## src/rtl/hbss_pkg.sv

```systemverilog
// ----------------------------------------------------------------------------
// hbss_pkg
// Shared types and constants of the hash based server selector.
// ----------------------------------------------------------------------------
`default_nettype none

package hbss_pkg;

	// Message hash: hash = (hash * HASH_MULT + byte) mod HASH_MOD.
	localparam int unsigned HASH_W      = 13;
	localparam int unsigned HASH_MULT   = 113;
	localparam int unsigned HASH_MOD    = 6271;
	localparam int unsigned BYTE_W      = 8;
	localparam int unsigned SID_W       = 16;

	// hash * 113 + byte stays below 2^20.
	localparam int unsigned X_W         = 20;
	// floor(2^24 / 6271); the quotient estimate is low by at most one.
	localparam int unsigned RECIP       = 2675;
	localparam int unsigned RECIP_W     = 12;
	localparam int unsigned RECIP_SHIFT = 24;
	localparam int unsigned Q_W         = 8;
	localparam int unsigned STEP_W      = $clog2(HASH_W);

	typedef enum logic [1:0] {
		OP_ADD  = 2'd0,
		OP_DEL  = 2'd1,
		OP_HASH = 2'd2
	} op_t;

	typedef enum logic [1:0] {
		STAT_OK        = 2'd0,
		STAT_FULL      = 2'd1,
		STAT_NOT_FOUND = 2'd2,
		STAT_EMPTY     = 2'd3
	} status_t;

	typedef enum logic [2:0] {
		S_IDLE,
		S_HASH,
		S_MOD,
		S_SEL,
		S_SEL_OUT,
		S_DEL_LAST,
		S_DEL_SCAN
	} state_t;

endpackage

`default_nettype wire

```

## src/rtl/hash_based_server_selector_top.sv

```systemverilog
// ----------------------------------------------------------------------------
// hash_based_server_selector_top
// Server table with add, delete and hash-based selection of a server.
// ----------------------------------------------------------------------------
// A request is taken when start is high and busy is low; every add, delete
// and final hash byte gives one result, shown for exactly one cycle with done
// high, and the receiver cannot stall it. A hash byte passes through the
// two-stage hash pipeline; a final byte then goes through the bit-serial
// remainder unit and a table read. A delete scans the table through its
// single read port, one entry a cycle, and stops at a match or at the last
// entry. A delete on an empty table reports not found without a scan, and an
// unused op code gives no result.
`default_nettype none

module hash_based_server_selector_top #(
	parameter int unsigned MAX_SERVERS = 16
) (
	input  wire logic                          clk,
	input  wire logic                          arst_n,
	input  wire logic                          start,
	output logic                               busy,
	input  wire logic [1:0]                    op,
	input  wire logic [hbss_pkg::SID_W-1:0]    server_id,
	input  wire logic [hbss_pkg::BYTE_W-1:0]   id_byte,
	input  wire logic                          last_byte,
	output logic                               done,
	output logic      [1:0]                    status,
	output logic      [hbss_pkg::SID_W-1:0]    chosen_server
);

	localparam int unsigned CNT_W = $clog2(MAX_SERVERS + 1);
	localparam int unsigned IDX_W = (MAX_SERVERS > 1) ? $clog2(MAX_SERVERS) : 1;
	localparam int unsigned HW    = hbss_pkg::HASH_W;
	localparam int unsigned SIDW  = hbss_pkg::SID_W;

	hbss_pkg::state_t state_q, state_next;

	logic [CNT_W-1:0] count_q;
	logic [HW-1:0]    hash_q;
	logic [SIDW-1:0]  sid_q, last_sid_q;
	logic             last_q;
	logic [IDX_W-1:0] scan_idx_q;

	logic                     done_q;
	hbss_pkg::status_t        status_q;
	logic [SIDW-1:0]          chosen_q;

	logic             accept;
	logic             full, empty;
	logic [CNT_W-1:0] count_m1;
	logic [IDX_W-1:0] last_idx;
	logic             match, scan_end;

	logic [IDX_W-1:0] rd_addr, wr_addr;
	logic [SIDW-1:0]  rd_data, wr_data;
	logic             wr_en;

	logic             hash_go, hash_done;
	logic [HW-1:0]    hash_new;
	logic             mod_start, mod_done;
	logic [CNT_W-1:0] mod_rem;

	// Actions decoded from the state.
	logic              cnt_inc, cnt_dec, hash_load, hash_clear;
	logic              scan_first, scan_step, last_load;
	logic              res_set;
	hbss_pkg::status_t res_status;
	logic [SIDW-1:0]   res_chosen;

	assign accept   = start && !busy;
	assign full     = (count_q == CNT_W'(MAX_SERVERS));
	assign empty    = (count_q == '0);
	assign count_m1 = count_q - CNT_W'(1);
	assign last_idx = count_m1[IDX_W-1:0];
	assign match    = (rd_data == sid_q);
	assign scan_end = (scan_idx_q == last_idx);

	hbss_table_mem #(
		.DEPTH (MAX_SERVERS),
		.AW    (IDX_W)
	) u_mem (
		.clk   (clk),
		.we    (wr_en),
		.waddr (wr_addr),
		.wdata (wr_data),
		.raddr (rd_addr),
		.rdata (rd_data)
	);

	hbss_hash_unit u_hash (
		.clk      (clk),
		.arst_n   (arst_n),
		.go       (hash_go),
		.hash_in  (hash_q),
		.byte_in  (id_byte),
		.done     (hash_done),
		.hash_out (hash_new)
	);

	// The remainder unit latches the freshly updated hash as it starts.
	hbss_mod_unit #(
		.CNT_W (CNT_W)
	) u_mod (
		.clk       (clk),
		.arst_n    (arst_n),
		.start     (mod_start),
		.dividend  (hash_new),
		.divisor   (count_q),
		.done      (mod_done),
		.remainder (mod_rem)
	);

	always_comb begin
		state_next = state_q;
		unique case (state_q)
			hbss_pkg::S_IDLE: begin
				if (accept) begin
					unique case (op)
						hbss_pkg::OP_HASH: state_next = hbss_pkg::S_HASH;
						hbss_pkg::OP_DEL: begin
							if (!empty) begin
								state_next = hbss_pkg::S_DEL_LAST;
							end
						end
						default: state_next = hbss_pkg::S_IDLE;
					endcase
				end
			end
			hbss_pkg::S_HASH: begin
				if (hash_done) begin
					state_next = (last_q && !empty) ? hbss_pkg::S_MOD : hbss_pkg::S_IDLE;
				end
			end
			hbss_pkg::S_MOD: begin
				if (mod_done) begin
					state_next = hbss_pkg::S_SEL;
				end
			end
			hbss_pkg::S_SEL:      state_next = hbss_pkg::S_SEL_OUT;
			hbss_pkg::S_SEL_OUT:  state_next = hbss_pkg::S_IDLE;
			hbss_pkg::S_DEL_LAST: state_next = hbss_pkg::S_DEL_SCAN;
			hbss_pkg::S_DEL_SCAN: begin
				if (match || scan_end) begin
					state_next = hbss_pkg::S_IDLE;
				end
			end
			default: state_next = hbss_pkg::S_IDLE;
		endcase
	end

	always_comb begin
		rd_addr    = last_idx;
		wr_en      = 1'b0;
		wr_addr    = count_q[IDX_W-1:0];
		wr_data    = server_id;
		hash_go    = 1'b0;
		mod_start  = 1'b0;
		cnt_inc    = 1'b0;
		cnt_dec    = 1'b0;
		hash_load  = 1'b0;
		hash_clear = 1'b0;
		scan_first = 1'b0;
		scan_step  = 1'b0;
		last_load  = 1'b0;
		res_set    = 1'b0;
		res_status = hbss_pkg::STAT_OK;
		res_chosen = '0;
		unique case (state_q)
			hbss_pkg::S_IDLE: begin
				// The read of the last entry is issued here for a delete.
				if (accept) begin
					unique case (op)
						hbss_pkg::OP_ADD: begin
							res_set = 1'b1;
							if (full) begin
								res_status = hbss_pkg::STAT_FULL;
							end else begin
								wr_en   = 1'b1;
								cnt_inc = 1'b1;
							end
						end
						hbss_pkg::OP_DEL: begin
							if (empty) begin
								res_set    = 1'b1;
								res_status = hbss_pkg::STAT_NOT_FOUND;
							end
						end
						hbss_pkg::OP_HASH: hash_go = 1'b1;
						default: ;
					endcase
				end
			end
			hbss_pkg::S_HASH: begin
				if (hash_done) begin
					if (!last_q) begin
						hash_load = 1'b1;
					end else if (empty) begin
						hash_clear = 1'b1;
						res_set    = 1'b1;
						res_status = hbss_pkg::STAT_EMPTY;
					end else begin
						hash_load = 1'b1;
						mod_start = 1'b1;
					end
				end
			end
			hbss_pkg::S_MOD: ;
			hbss_pkg::S_SEL: begin
				rd_addr    = mod_rem[IDX_W-1:0];
				hash_clear = 1'b1;
			end
			hbss_pkg::S_SEL_OUT: begin
				res_set    = 1'b1;
				res_chosen = rd_data;
			end
			hbss_pkg::S_DEL_LAST: begin
				last_load  = 1'b1;
				scan_first = 1'b1;
				rd_addr    = '0;
			end
			hbss_pkg::S_DEL_SCAN: begin
				// rd_data holds the entry at scan_idx_q; the next read is
				// issued speculatively and dropped on a match.
				rd_addr = scan_idx_q + IDX_W'(1);
				if (match) begin
					wr_en   = 1'b1;
					wr_addr = scan_idx_q;
					wr_data = last_sid_q;
					cnt_dec = 1'b1;
					res_set = 1'b1;
				end else if (scan_end) begin
					res_set    = 1'b1;
					res_status = hbss_pkg::STAT_NOT_FOUND;
				end else begin
					scan_step = 1'b1;
				end
			end
			default: ;
		endcase
	end

	always_ff @(posedge clk or negedge arst_n) begin
		if (!arst_n) begin
			state_q  <= hbss_pkg::S_IDLE;
			count_q  <= '0;
			hash_q   <= '0;
			done_q   <= 1'b0;
			status_q <= hbss_pkg::STAT_OK;
		end else begin
			state_q <= state_next;
			if (cnt_inc) begin
				count_q <= count_q + CNT_W'(1);
			end else if (cnt_dec) begin
				count_q <= count_m1;
			end
			if (hash_clear) begin
				hash_q <= '0;
			end else if (hash_load) begin
				hash_q <= hash_new;
			end
			done_q <= res_set;
			if (res_set) begin
				status_q <= res_status;
			end
		end
	end

	always_ff @(posedge clk) begin
		if (accept) begin
			sid_q  <= server_id;
			last_q <= last_byte;
		end
		if (last_load) begin
			last_sid_q <= rd_data;
		end
		if (scan_first) begin
			scan_idx_q <= '0;
		end else if (scan_step) begin
			scan_idx_q <= scan_idx_q + IDX_W'(1);
		end
		if (res_set) begin
			chosen_q <= res_chosen;
		end
	end

	assign busy          = (state_q != hbss_pkg::S_IDLE);
	assign done          = done_q;
	assign status        = status_q;
	assign chosen_server = chosen_q;

`ifndef SYNTH
	// The remainder unit must never run against an empty table.
	a_mod_nonempty: assert property (@(posedge clk) disable iff (!arst_n)
		(state_q == hbss_pkg::S_MOD) |-> (count_q != '0))
		else $error("remainder unit running with empty table");

	// An add into a table with room grows the count by one.
	a_add_grows: assert property (@(posedge clk) disable iff (!arst_n)
		(accept && (op == hbss_pkg::OP_ADD) && !full) |=>
		(count_q == $past(count_q) + CNT_W'(1)))
		else $error("add did not grow the table");

	// An empty-table report only appears while the table is empty.
	a_empty_report: assert property (@(posedge clk) disable iff (!arst_n)
		(done_q && (status_q == hbss_pkg::STAT_EMPTY)) |-> (count_q == '0))
		else $error("empty report with servers present");

	// The count never passes the table capacity; checked as done rises.
	a_count_cap: assert property (@(posedge clk) disable iff (!arst_n)
		$rose(done_q) |-> (count_q <= CNT_W'(MAX_SERVERS)))
		else $error("server count beyond capacity");
`endif

endmodule

`default_nettype wire

```

## src/rtl/hbss_table_mem.sv

```systemverilog
// ----------------------------------------------------------------------------
// hbss_table_mem
// Server table storage: one write port, one read port, registered read data.
// ----------------------------------------------------------------------------
`default_nettype none

module hbss_table_mem #(
	parameter int unsigned DEPTH = 16,
	parameter int unsigned AW    = 4
) (
	input  wire logic                          clk,
	input  wire logic                          we,
	input  wire logic [AW-1:0]                 waddr,
	input  wire logic [hbss_pkg::SID_W-1:0]    wdata,
	input  wire logic [AW-1:0]                 raddr,
	output logic      [hbss_pkg::SID_W-1:0]    rdata
);

	logic [hbss_pkg::SID_W-1:0] mem_q [DEPTH];

	always_ff @(posedge clk) begin
		if (we) begin
			mem_q[waddr] <= wdata;
		end
	end

	always_ff @(posedge clk) begin
		rdata <= mem_q[raddr];
	end

endmodule

`default_nettype wire

```

## src/rtl/hbss_hash_unit.sv

```systemverilog
// ----------------------------------------------------------------------------
// hbss_hash_unit
// Two-stage hash update: multiply-accumulate, then reduction mod 6271 by a
// reciprocal estimate and one corrective subtract.
// ----------------------------------------------------------------------------
`default_nettype none

module hbss_hash_unit (
	input  wire logic                          clk,
	input  wire logic                          arst_n,
	input  wire logic                          go,
	input  wire logic [hbss_pkg::HASH_W-1:0]   hash_in,
	input  wire logic [hbss_pkg::BYTE_W-1:0]   byte_in,
	output logic                               done,
	output logic      [hbss_pkg::HASH_W-1:0]   hash_out
);

	localparam int unsigned XW = hbss_pkg::X_W;
	localparam int unsigned PW = hbss_pkg::X_W + hbss_pkg::RECIP_W;
	localparam int unsigned QW = hbss_pkg::Q_W;
	localparam int unsigned HW = hbss_pkg::HASH_W;

	logic          v_s1, v_s2;
	logic [XW-1:0] x_s1, x_s2;
	logic [QW-1:0] q_s2;
	logic [XW-1:0] x_next;
	logic [PW-1:0] prod;
	logic [XW-1:0] r_full, r_fix;

	assign x_next = XW'(hash_in) * XW'(hbss_pkg::HASH_MULT) + XW'(byte_in);
	assign prod   = PW'(x_s1) * PW'(hbss_pkg::RECIP);

	always_ff @(posedge clk or negedge arst_n) begin
		if (!arst_n) begin
			v_s1 <= 1'b0;
			v_s2 <= 1'b0;
		end else begin
			v_s1 <= go;
			v_s2 <= v_s1;
		end
	end

	always_ff @(posedge clk) begin
		x_s1 <= x_next;
		x_s2 <= x_s1;
		q_s2 <= QW'(prod >> hbss_pkg::RECIP_SHIFT);
	end

	// The quotient estimate is exact or one low, so one subtract finishes it.
	assign r_full = x_s2 - XW'(q_s2) * XW'(hbss_pkg::HASH_MOD);
	assign r_fix  = (r_full >= XW'(hbss_pkg::HASH_MOD)) ?
		r_full - XW'(hbss_pkg::HASH_MOD) : r_full;

	assign done     = v_s2;
	assign hash_out = r_fix[HW-1:0];

endmodule

`default_nettype wire

```

## src/rtl/hbss_mod_unit.sv

```systemverilog
// ----------------------------------------------------------------------------
// hbss_mod_unit
// Restoring remainder unit: hash mod count, one dividend bit per cycle.
// ----------------------------------------------------------------------------
`default_nettype none

module hbss_mod_unit #(
	parameter int unsigned CNT_W = 5
) (
	input  wire logic                          clk,
	input  wire logic                          arst_n,
	input  wire logic                          start,
	input  wire logic [hbss_pkg::HASH_W-1:0]   dividend,
	input  wire logic [CNT_W-1:0]              divisor,
	output logic                               done,
	output logic      [CNT_W-1:0]              remainder
);

	localparam int unsigned HW = hbss_pkg::HASH_W;
	localparam int unsigned SW = hbss_pkg::STEP_W;

	logic             busy_q, done_q;
	logic [SW-1:0]    step_q;
	logic [HW-1:0]    dvd_q;
	logic [CNT_W-1:0] rem_q, rem_next;
	logic [CNT_W:0]   trial, dsr_ext;

	assign trial   = {rem_q, dvd_q[HW-1]};
	assign dsr_ext = {1'b0, divisor};
	// The remainder stays below the divisor, so the trial is below twice it.
	assign rem_next = (trial >= dsr_ext) ? CNT_W'(trial - dsr_ext) : CNT_W'(trial);

	always_ff @(posedge clk or negedge arst_n) begin
		if (!arst_n) begin
			busy_q <= 1'b0;
			done_q <= 1'b0;
			step_q <= '0;
		end else if (start) begin
			busy_q <= 1'b1;
			done_q <= 1'b0;
			step_q <= SW'(HW - 1);
		end else if (busy_q) begin
			if (step_q == '0) begin
				busy_q <= 1'b0;
				done_q <= 1'b1;
			end else begin
				step_q <= step_q - SW'(1);
			end
		end else begin
			done_q <= 1'b0;
		end
	end

	always_ff @(posedge clk) begin
		if (start) begin
			rem_q <= '0;
			dvd_q <= dividend;
		end else if (busy_q) begin
			rem_q <= rem_next;
			dvd_q <= {dvd_q[HW-2:0], 1'b0};
		end
	end

	assign done      = done_q;
	assign remainder = rem_q;

endmodule

`default_nettype wire
```

## config.mk

```make
export PLATFORM = sky130hd
export DESIGN_NAME = hash_based_server_selector_top
export DESIGN_NICKNAME = d
export VERILOG_FILES = /design/src/rtl/hbss_pkg.sv /design/src/rtl/hash_based_server_selector_top.sv /design/src/rtl/hbss_table_mem.sv /design/src/rtl/hbss_hash_unit.sv /design/src/rtl/hbss_mod_unit.sv
export SDC_FILE = /design/constraint.sdc
export NUM_CORES = 1
export LEC_CHECK = 0
export ABC_AREA = 1
export BUFFER_PORTS_ARGS = -buffer_cell sky130_fd_sc_hd__buf_4
export CORE_UTILIZATION = 63
export CTS_CLUSTER_SIZE = 16
export DETAILED_ROUTE_END_ITERATION = 10
export GPL_TIMING_DRIVEN = 0
export PLACE_DENSITY = 0.85
export RECOVER_POWER = 50
export SLEW_MARGIN = 20
export SYNTH_ARGS = -nofsm -noshare
export SYNTH_HDL_FRONTEND = slang
export SYNTH_SLANG_ARGS = --single-unit
export TNS_END_PERCENT = 10
```

## constraint.sdc

```tcl
create_clock -name clk -period 6.2 [get_ports clk]
set_input_delay 0.31 -clock clk [delete_from_list [all_inputs] [get_ports clk]]
set_output_delay 0.31 -clock clk [all_outputs]
set_load 0.03 [all_outputs]
```

* Word level (Yosys, flattened, before mapping)
Memories as Yosys holds them, arrays and structs flattened. A register that Yosys moved wholly into a read port is not among the register bits.
Cells that the tools add are included.
** Operators by class
- Muxes and demuxes :: 72
- $lt $le $gt $ge :: 2
- Reduce and logical (&&, ||, !) cells :: 15
- $mul :: 3
- Add/sub/neg operators :: 8
- Equal/unequal tests :: 18
** Operators by type and width (count)
- $mux 13 :: 5
- $mux 1 :: 35
- $mul 20x12->32 const B :: 1
- $mux 16 :: 2
- $add 20x8->20 :: 1
- $ge 20x13->1 const B :: 1
- $mul 13x7->20 const B :: 1
- $mul 8x13->20 const B :: 1
- $mux 4 :: 5
- $sub 20x20->20 :: 1
- $pmux 3 s6 :: 1
- $eq 16x16->1 :: 1
- $mux 2 :: 8
- $mux 3 :: 5
- $mux 5 :: 3
- $sub 13x13->13 const B :: 1
- $pmux 4 s3 :: 1
- $eq 3x3->1 const B :: 3
- $eq 3x2->1 const B :: 2
- $ge 6x5->1 :: 1
- $ne 2x2->1 const B :: 3
- $ne 3x3->1 const B :: 2
- $pmux 1 s2 :: 3
- $pmux 2 s3 :: 1
- 25 further kinds :: 30
** Storage, ports and cells
- Output and inout port bits :: 20
- Memory bits (writable) :: 256
- Register bits :: 151
- Memories :: 1
- Logic and storage cells :: 139
- Bits of input ports :: 30
** Memory list
- u_mem.mem_q :: words 16, bits a word 16, rd ports 1, clocked after memory_dff 1, wr ports 1, RTL line hbss_table_mem.sv:19 : logic [hbss_pkg::SID_W-1:0] mem_q [DEPTH];

* Longest topological paths before layout
Gate-level depths: netlist (run 1).
- Depth after elaboration :: 7
- Depth in mapped cells :: 29
- Mapped depth without buffers :: 28

* Hierarchy
Synthesis (run 1) repeated with hierarchy kept, for this count alone.
** Unflattened totals
- Cells, all modules :: 3077
- Area total of the unflattened synthesis :: 27754.1 µm²
** Modules (own cells, without submodules)
- hbss_table_mem :: area each 11380.9 µm², times used 1, cells each 1074, seq. area each 8007.7 µm²
- hbss_hash_unit :: area each 11075.6 µm², times used 1, cells each 1366, seq. area each 1011.0 µm²
- hash_based_server_selector_top :: area each 3977.6 µm², times used 1, cells each 470, seq. area each 2152.1 µm²
- hbss_mod_unit :: area each 1320.0 µm², times used 1, cells each 167, seq. area each 640.6 µm²

* Least setup slack after synthesis (run 1)
OpenSTA, ideal clock, no wires.
- Kind :: flip-flop to flip-flop
- Start point :: register u_hash.q_s2[5]
- End point :: register u_mod.dvd_q[7], data pin
- Clock period less this slack :: 4771 ps
- Setup time :: 252 ps
- Path buffers :: 1
- Arrival :: 4519 ps
- Stages on the path, launching flop included :: 25
- Slack :: 1429 ps
- Data required time :: 5948 ps
- Path through :: dfxtp_1 > inv_1 > fa_1 > inv_1 > fa_1 > inv_1 > fa_1 > inv_1 > fa_1 > inv_1 > ha_1 > nand2_1 > inv_1 > a21oi_1 > nand3_2 > xor2_1 > nor2_2 > nand2_2 > nand3_4 > nand2_2 > buf_6 > nand2_2 > nand2_1 > nand2_1 > nand2_1
** Between the ends
- Longest elaborated chain between the ends :: 5
- Elaborated cells on any way between the ends :: 6
- Those cells by class :: 2 x add/sub; 1 x mul; 1 x order compare; 2 x mux
** RTL lines
- start, declared :: RTL line hbss_hash_unit.sv:25 : logic [QW-1:0] q_s2;
- start signal, assigned :: RTL line hbss_hash_unit.sv:46 : q_s2 <= QW'(prod >> hbss_pkg::RECIP_SHIFT);
- $mul 8x13->20 (*) :: RTL line hbss_hash_unit.sv:50 : assign r_full = x_s2 - XW'(q_s2) * XW'(hbss_pkg::HASH_MOD);
- $sub 20x20->20 (*) :: RTL line hbss_hash_unit.sv:50
- $ge 20x13->1 or $sub 13x13->13 (tied branches) :: RTL line hbss_hash_unit.sv:51, hbss_hash_unit.sv:52
- $mux 13 (*) :: RTL line hbss_hash_unit.sv:51 : assign r_fix = (r_full >= XW'(hbss_pkg::HASH_MOD)) ?
- $mux 13 (*) :: RTL line hbss_mod_unit.sv:55 : if (start) begin
- end signal, assigned :: RTL line hbss_mod_unit.sv:57 : dvd_q <= dividend;
- end signal, assigned :: RTL line hbss_mod_unit.sv:60 : dvd_q <= {dvd_q[HW-2:0], 1'b0};
- end, declared :: RTL line hbss_mod_unit.sv:24 : logic [HW-1:0] dvd_q;
Mark *: on every way between the ends. The rest lies on a longest branch, timed or not.
A chain may end at the register's enable or synchronous reset.

* Final worst setup path (run 1)
- Start point :: register u_hash.q_s2[5]
- End point :: register u_mod.dvd_q[4], data pin
** Between the ends
- Longest elaborated chain between the ends :: 5
** RTL lines (RTL line)
- $mul 8x13->20 :: hbss_hash_unit.sv:50
- $sub 20x20->20 :: hbss_hash_unit.sv:50
- $ge 20x13->1 :: hbss_hash_unit.sv:51
- $mux 13 :: hbss_hash_unit.sv:51
- $mux 13 :: hbss_mod_unit.sv:55
No other way between the ends.

==> results.yml, run 1 <==
status:
  run_status: "complete, but fails checks"
  failing_checks: "capacitance limit, slew limit"
routing:
  drt_pre_antenna_iters: 7
  vias: 19356
  drtAntennaViolNets: 0
  detail_route.drc_violations: 0
  finalWirelength_um: 64700
  route.detailed.vias_per_inst: 5.90
  drt-wirelength-per-cell_um: 19.7
  drt-initial-drc-count: 2143
synthesis:
  yosys_warnings: 0
  synth_largest_area_cell: "edfxtp_1"
  async_reset_ff_share_pct: 7.57
  synth.cell_area_mm2: 0.0260
  synth.area.top_cells: "edfxtp_1 (37%), ha_1 (12%), fa_1 (11%)"
  ys_ff_latch: 423
  synth_enable_flop_cells: 318
  post_synth.cell_area_avg_um2: 10.0
  synth_sequential_area_ratio_pct: 45.4
  syn-num-nets: 3022
  synthFlopType: "edfxtp_1"
  syn_inst: 2598
  post-synth-top-area-fraction_pct: 36.7
  netlist-cell-type-count: 54
worst_setup_path:
  cp.buffers_inverters: 8
  worst_path_dominant_cell_family: "adder cells"
  critical_path_sink_type: "register"
  critPathKind: "reg -> reg"
  worst_path_max_delay_cell: "fa_1"
  critPathMaxFanout: 10
  start_kind: "register"
  timing.critical_path.mode_cell: "nand2_1"
  slowest_delay_ns: 0.68
  worst-endpoint-required_ns: 6.51
  critPathArrivalTime_ns: 5.83
place:
  cell_count_after_placement: 3185
  dp_hpwl_um: 47300
  port_buffers: 49
  gp_congestion: 0.963
  placed_area_mm2: 0.0272
sta:
  final.period_utilization_pct: 88.9
  worst_pin_slew_ns: 1.79
  fin_crit_ns: 5.51
  max_freq_mhz: 181
  totalNegativeSetupSlack_ns: 0
  rsz0062_at_grt: "no"
  worst_clock_skew_ns: 0.0201
  report.final.slew_viol_count: 40
  setup_violations: 0
  hold_slack_ns: 0.0348
  timing.max_slew.rel_slack_pct: -19.3
  number_of_hold_violations_in_the_final_report: 0
die:
  initial_utilization_pct: 63.7
  total_core_area_mm2: 0.0408
  placementRows: 74
  die_y_um: 205
  die_area_mm2: 0.0421
  die_x_um: 205
  count_of_boundary_i_o_pins: 50
layout:
  n_antenna_cell: 0
  layout.cell_area.non_filler_mm2: 0.0286
  area.growth.synth_to_final_pct: 9.85
  fin_nets: 3139
  final.fill_count: 2782
  drive_gt1_share_pct: 6.01
  post_layout_nonfiller_instances: 3278
clock_network:
  clk_root_buffer_cell: "clkbuf_16"
  clock_path_buffers: 3
  tritoncts.num_buffers: 41
  cts.htree.levels: 2
  cts_tree: "yes"
  clock_latency_late_sink_ns: 0.57
  clock_sinks: 423
  post-cts-setup-buffer-count: 0
  clk_pin_slew_ns: 0.06
global_route:
  track_usage_pct: 31.4
  first_pass_grt_wire_length_um: 102000
  globalRoute.totalOverflow: 0
  grt_max_degree: 33
  antenna_found_initial: 0
  via_count_of_the_first_global_routing_pass: 19749
hold_path:
  worst_hold_path_type: "in -> reg"
flow_run:
  maxCapViolCount: 2
-- registers in the layout, indices dropped and copies added, names as in the netlist, 13 cells and up --
| register | flops |
|---|---|
| u_hash.x_s2 | 20 |
| u_mem.mem_q | 256 |
| sid_q | 16 |
| last_sid_q | 16 |
| u_mod.dvd_q | 13 |
| chosen_server | 16 |
| hash_q | 13 |
| u_mem.rdata | 16 |
| u_hash.x_s1 | 20 |
-- final cells by class --
type | instances | area [µm²] | area share, %
clock buffers | 56 | 1140 | 4.00
clock inverters | 18 | 203 | 0.709
well taps | 532 | 666 | 2.33
flip-flops and latches | 423 | 11800 | 41.3
multi-input cells | 1639 | 12200 | 42.7
repair buffers | 74 | 524 | 1.83
plain buffers | 62 | 268 | 0.936
inverters | 474 | 1780 | 6.22
-- through the flow --
step	util (%)	setup slack, ns
2_1_floorplan	-	1.43
3_3_place_gp	66.3	0.850
3_5_place_dp	66.6	0.705
4_1_cts	70.4	0.696
5_1_grt	70.0	0.344
6_report	70.0	0.688
-- placed cells by master (no fill, tap or decap), drive strengths merged, types with 4 or more instances in the layout --
cell type,instances
a21o,4
a21oi,73
buf,35
clkbuf,138
clkinv,12
dfrtp,32
dfxtp,73
dlygate4sd3,19
edfxtp,318
fa,142
ha,252
inv,476
nand2,428
nand3,91
nand3b,7
nand4,17
nor2,248
nor3,14
o211ai,5
o21ai,187
o21bai,4
o221ai,65
o22ai,6
or2,7
xnor2,27
xor2,41
-- logic make-up after synthesis --
family                     Yosys count  synth area share [%]
AOI/OAI and AO/OA                  358                  8.14
buffers and inverters              536                  7.89
adders and majority gates          394                  23.0
DFF                                423                  45.4
xor gates and xnor gates            68                  2.42
and+or+nand+nor                    819                  13.1
-- worst paths after layout --
check                                             from                        to  slack, ns  cells past startpoint
worst max-delay path            u_hash.q_s2[5]$_DFF_P_  u_mod.dvd_q[4]$_DFFE_PP_       0.69                     28
worst min-delay path                             start     u_hash.v_s1$_DFF_PN0_       0.03                      3
worst max register to register  u_hash.q_s2[5]$_DFF_P_  u_mod.dvd_q[4]$_DFFE_PP_       0.69                     28
worst min register to register   u_hash.v_s1$_DFF_PN0_     u_hash.done$_DFF_PN0_       0.36                      0
max in group asynchronous                       arst_n    u_mod.done$_DFFE_PN0P_       4.37                      2
min in group asynchronous                       arst_n     hash_q[2]$_DFFE_PN0P_       0.79                      2
-- routing by layer --
layer | track usage [%] | routed length, µm | vias up
met4 | 14.7 | 3080 | 0
met1 | 39.5 | 24700 | 9312
li1 | - | - | 8801
met2 | 52.9 | 31400 | 1034
met3 | 5.65 | 5650 | 209
met5 | 0 | 0 | -
-- cells in the mapped netlist, types with 20 or more instances --
cell type and n:
o221ai_1 65, nand2_2 20, o21ai_0 180, a21oi_1 72
clkbuf_1 39, nand2_1 407, dfxtp_1 73, dfrtp_1 32
nand3_1 88, nor2_1 241, xnor2_1 27, fa_1 142
edfxtp_1 318, xor2_1 38, ha_1 252, inv_1 469
-- timing repair --
item | CTS | global route
hold buffers | 19 | 0
gates resized for setup | 0 | 0
endpoints found under the setup margin | 0 | 0
hold endpoints to repair | 50 | 0
-- worst register-to-register path: cells and delay by family, from the launching register on --
kind	cells	cell delay, ns
flops	1	0.52
simple gates	14	1.26
fa+ha+maj	5	2.63
compound gates	1	0.17
buf+inv	8	0.71
Power of run 1 is not shown: default switching activity piles up to over one toggle a cycle in this logic, so the estimate is an artifact.
==> run 2, diff against run 1 <==
==> constraint.sdc (replaced) <==
create_clock -name clk -period 5.58 [get_ports clk]
set_input_delay 0.279 -clock clk [delete_from_list [all_inputs] [get_ports clk]]
set_output_delay 0.279 -clock clk [all_outputs]
set_load 0.03 [all_outputs]
==> run 2 against run 1 <==
Against the previous run: the flow still finishes with violations (capacitance limit, slew limit); clock-buffer cell count unchanged; flip-flop and latch count unchanged; critical endpoint unchanged; wire length up 0.86%; critical path depth down 2; via count up 0.43%; cell count up 0.24%; die area unchanged; setup slack worse by 0.46 ns; register-to-register slack worse by 0.46 ns; sequential share of layout area down 0.11 points.
==> results.yml, run 2 (same netlist as run 1, synthesis figures left out) <==
worst_setup_path:
  r2r_end: "u_mod.dvd_q[4]$_DFFE_PP_"
  worst-endpoint-required_ns: 5.90
  critPathKind: "reg -> reg"
  rr_worst_depth: 26
  critical_path.reg2reg.startpoint: "u_hash.q_s2[0]$_DFF_P_"
  timing.critical_path.mode_cell: "nand2_1"
  critPathArrivalTime_ns: 5.66
  slowest_delay_ns: 0.58
  start_kind: "register"
  critPathMaxFanout: 10
  r2r_setup_slack_ns: 0.23
  worst_path_max_delay_cell: "fa_1"
  critical_path_sink_type: "register"
sta:
  timing.max_slew.rel_slack_pct: -20.1
  hold_slack_ns: 0.102
  worst_clock_skew_ns: 0.0195
  number_of_hold_violations_in_the_final_report: 0
  setup_violations: 0
  final.period_utilization_pct: 95.9
  max_freq_mhz: 187
  worst_pin_slew_ns: 1.80
  report.final.slew_viol_count: 40
  postLayoutSetupSlackWorst_ns: 0.231
  fin_crit_ns: 5.35
layout:
  layout_commonest_cell: "inv_1"
  top_flop_regs: "u_mem.mem_q x256, u_hash.x_s1 x20, u_hash.x_s2 x20"
  max_flop_register: "u_mem.mem_q"
  layout.cell_area.non_filler_mm2: 0.0287
  n_antenna_cell: 0
  post_layout_nonfiller_instances: 3286
  area.growth.synth_to_final_pct: 10.2
  final_cell_mix: "inv_1 (467), nand2_1 (407), edfxtp_1 (318)"
  fin_nets: 3147
  max_ffs_per_register: 256
  drive_gt1_share_pct: 6.54
place:
  placed_area_mm2: 0.0272
  place_worst_setup_slack_ns: 0.0848
  port_buffers: 49
  gp_congestion: 0.963
  dp_hpwl_um: 47300
  cell_count_after_placement: 3185
routing:
  drt-initial-drc-count: 2157
  drt-wirelength-per-cell_um: 19.9
  finalWirelength_um: 65300
  drtAntennaViolNets: 0
  drt_pre_antenna_iters: 7
  detail_route.drc_violations: 0
  route.detailed.vias_per_inst: 5.92
  vias: 19440
die:
  die_x_um: 205
  placementRows: 74
  total_core_area_mm2: 0.0408
  count_of_boundary_i_o_pins: 50
  die_area_mm2: 0.0421
  die_y_um: 205
  initial_utilization_pct: 63.7
clock_network:
  cts_tree: "yes"
  tritoncts.num_buffers: 41
  clock_sinks: 423
  clk_root_buffer_cell: "clkbuf_16"
  clock_latency_late_sink_ns: 0.57
  clock_path_buffers: 3
  cts.htree.levels: 2
  clk_pin_slew_ns: 0.06
flow_run:
  maxCapViolCount: 2
global_route:
  first_pass_grt_wire_length_um: 102000
  globalRoute.totalOverflow: 0
  antenna_found_initial: 0
  via_count_of_the_first_global_routing_pass: 19779
  track_usage_pct: 31.5
  grt_max_degree: 33
hold_path:
  hold_end: "u_hash.x_s1[1]$_DFF_P_"
  worst_hold_path_type: "in -> reg"
  worstHoldPathCells: 3
  holdCritStartpoint: "id_byte[1]"
status:
  failing_checks: "capacitance limit, slew limit"
  run_status: "complete, but fails checks"
run 2: worst max-delay path: cells and delay by family, from the launching register on:
kind	cells	cell delay, ns
adder cells (fa/ha/maj)	5	2.43
AND/OR/NAND/NOR	14	1.46
buffers and inverters	6	0.60
flip-flops	1	0.44
AO/OA/AOI/OAI	1	0.17
run 2: worst max-delay path by stage:
stage / from / end / cells after the start
3_3_place_gp: u_hash.q_s2[5]$_DFF_P_ / u_mod.dvd_q[1]$_DFFE_PP_ / 23
3_5_place_dp: u_hash.q_s2[5]$_DFF_P_ / u_mod.dvd_q[1]$_DFFE_PP_ / 23
5_1_grt: u_hash.q_s2[0]$_DFF_P_ / u_mod.dvd_q[4]$_DFFE_PP_ / 26
4_1_cts: u_hash.q_s2[5]$_DFF_P_ / u_mod.dvd_q[1]$_DFFE_PP_ / 23
2_1_floorplan: u_hash.q_s2[5]$_DFF_P_ / u_mod.dvd_q[7]$_DFFE_PP_ / 24
6_report: u_hash.q_s2[0]$_DFF_P_ / u_mod.dvd_q[4]$_DFFE_PP_ / 26
run 2: cell type report:
cell class,count,area [µm²]
buffer,62,268
fill,2772,12100
multi-input combinational,1639,12200
clock buffer,56,1140
inverter,474,1790
tap,532,666
sequential,423,11800
timing repair buffer,82,587
clock inverter,18,203
run 2: what timing repair did:
action / in CTS / in global routing
resized for setup: 0 / 10
hold buffers: 20 / 0
buffers inserted: 0 / 7
setup endpoints to repair: 0 / 23
hold endpoints to repair: 51 / 0
run 2: through the flow:
stage	utilization (%)	TNS [ns]
after detailed placement	66.6	0
after global placement	66.3	0
after global routing	70.3	-0.232
final	70.3	0
after floorplan	-	0
after CTS	70.4	0
run 2: per-layer routing:
| metal | GRT usage, % | up-vias | wire length, µm |
|---|---|---|---|
| met5 | 0 | - | 0 |
| met3 | 5.65 | 220 | 5930 |
| met4 | 14.7 | 0 | 3270 |
| li1 | - | 8817 | - |
| met1 | 39.5 | 9358 | 24700 |
| met2 | 53.0 | 1045 | 31400 |
Power of run 2 is left out for the same reason.
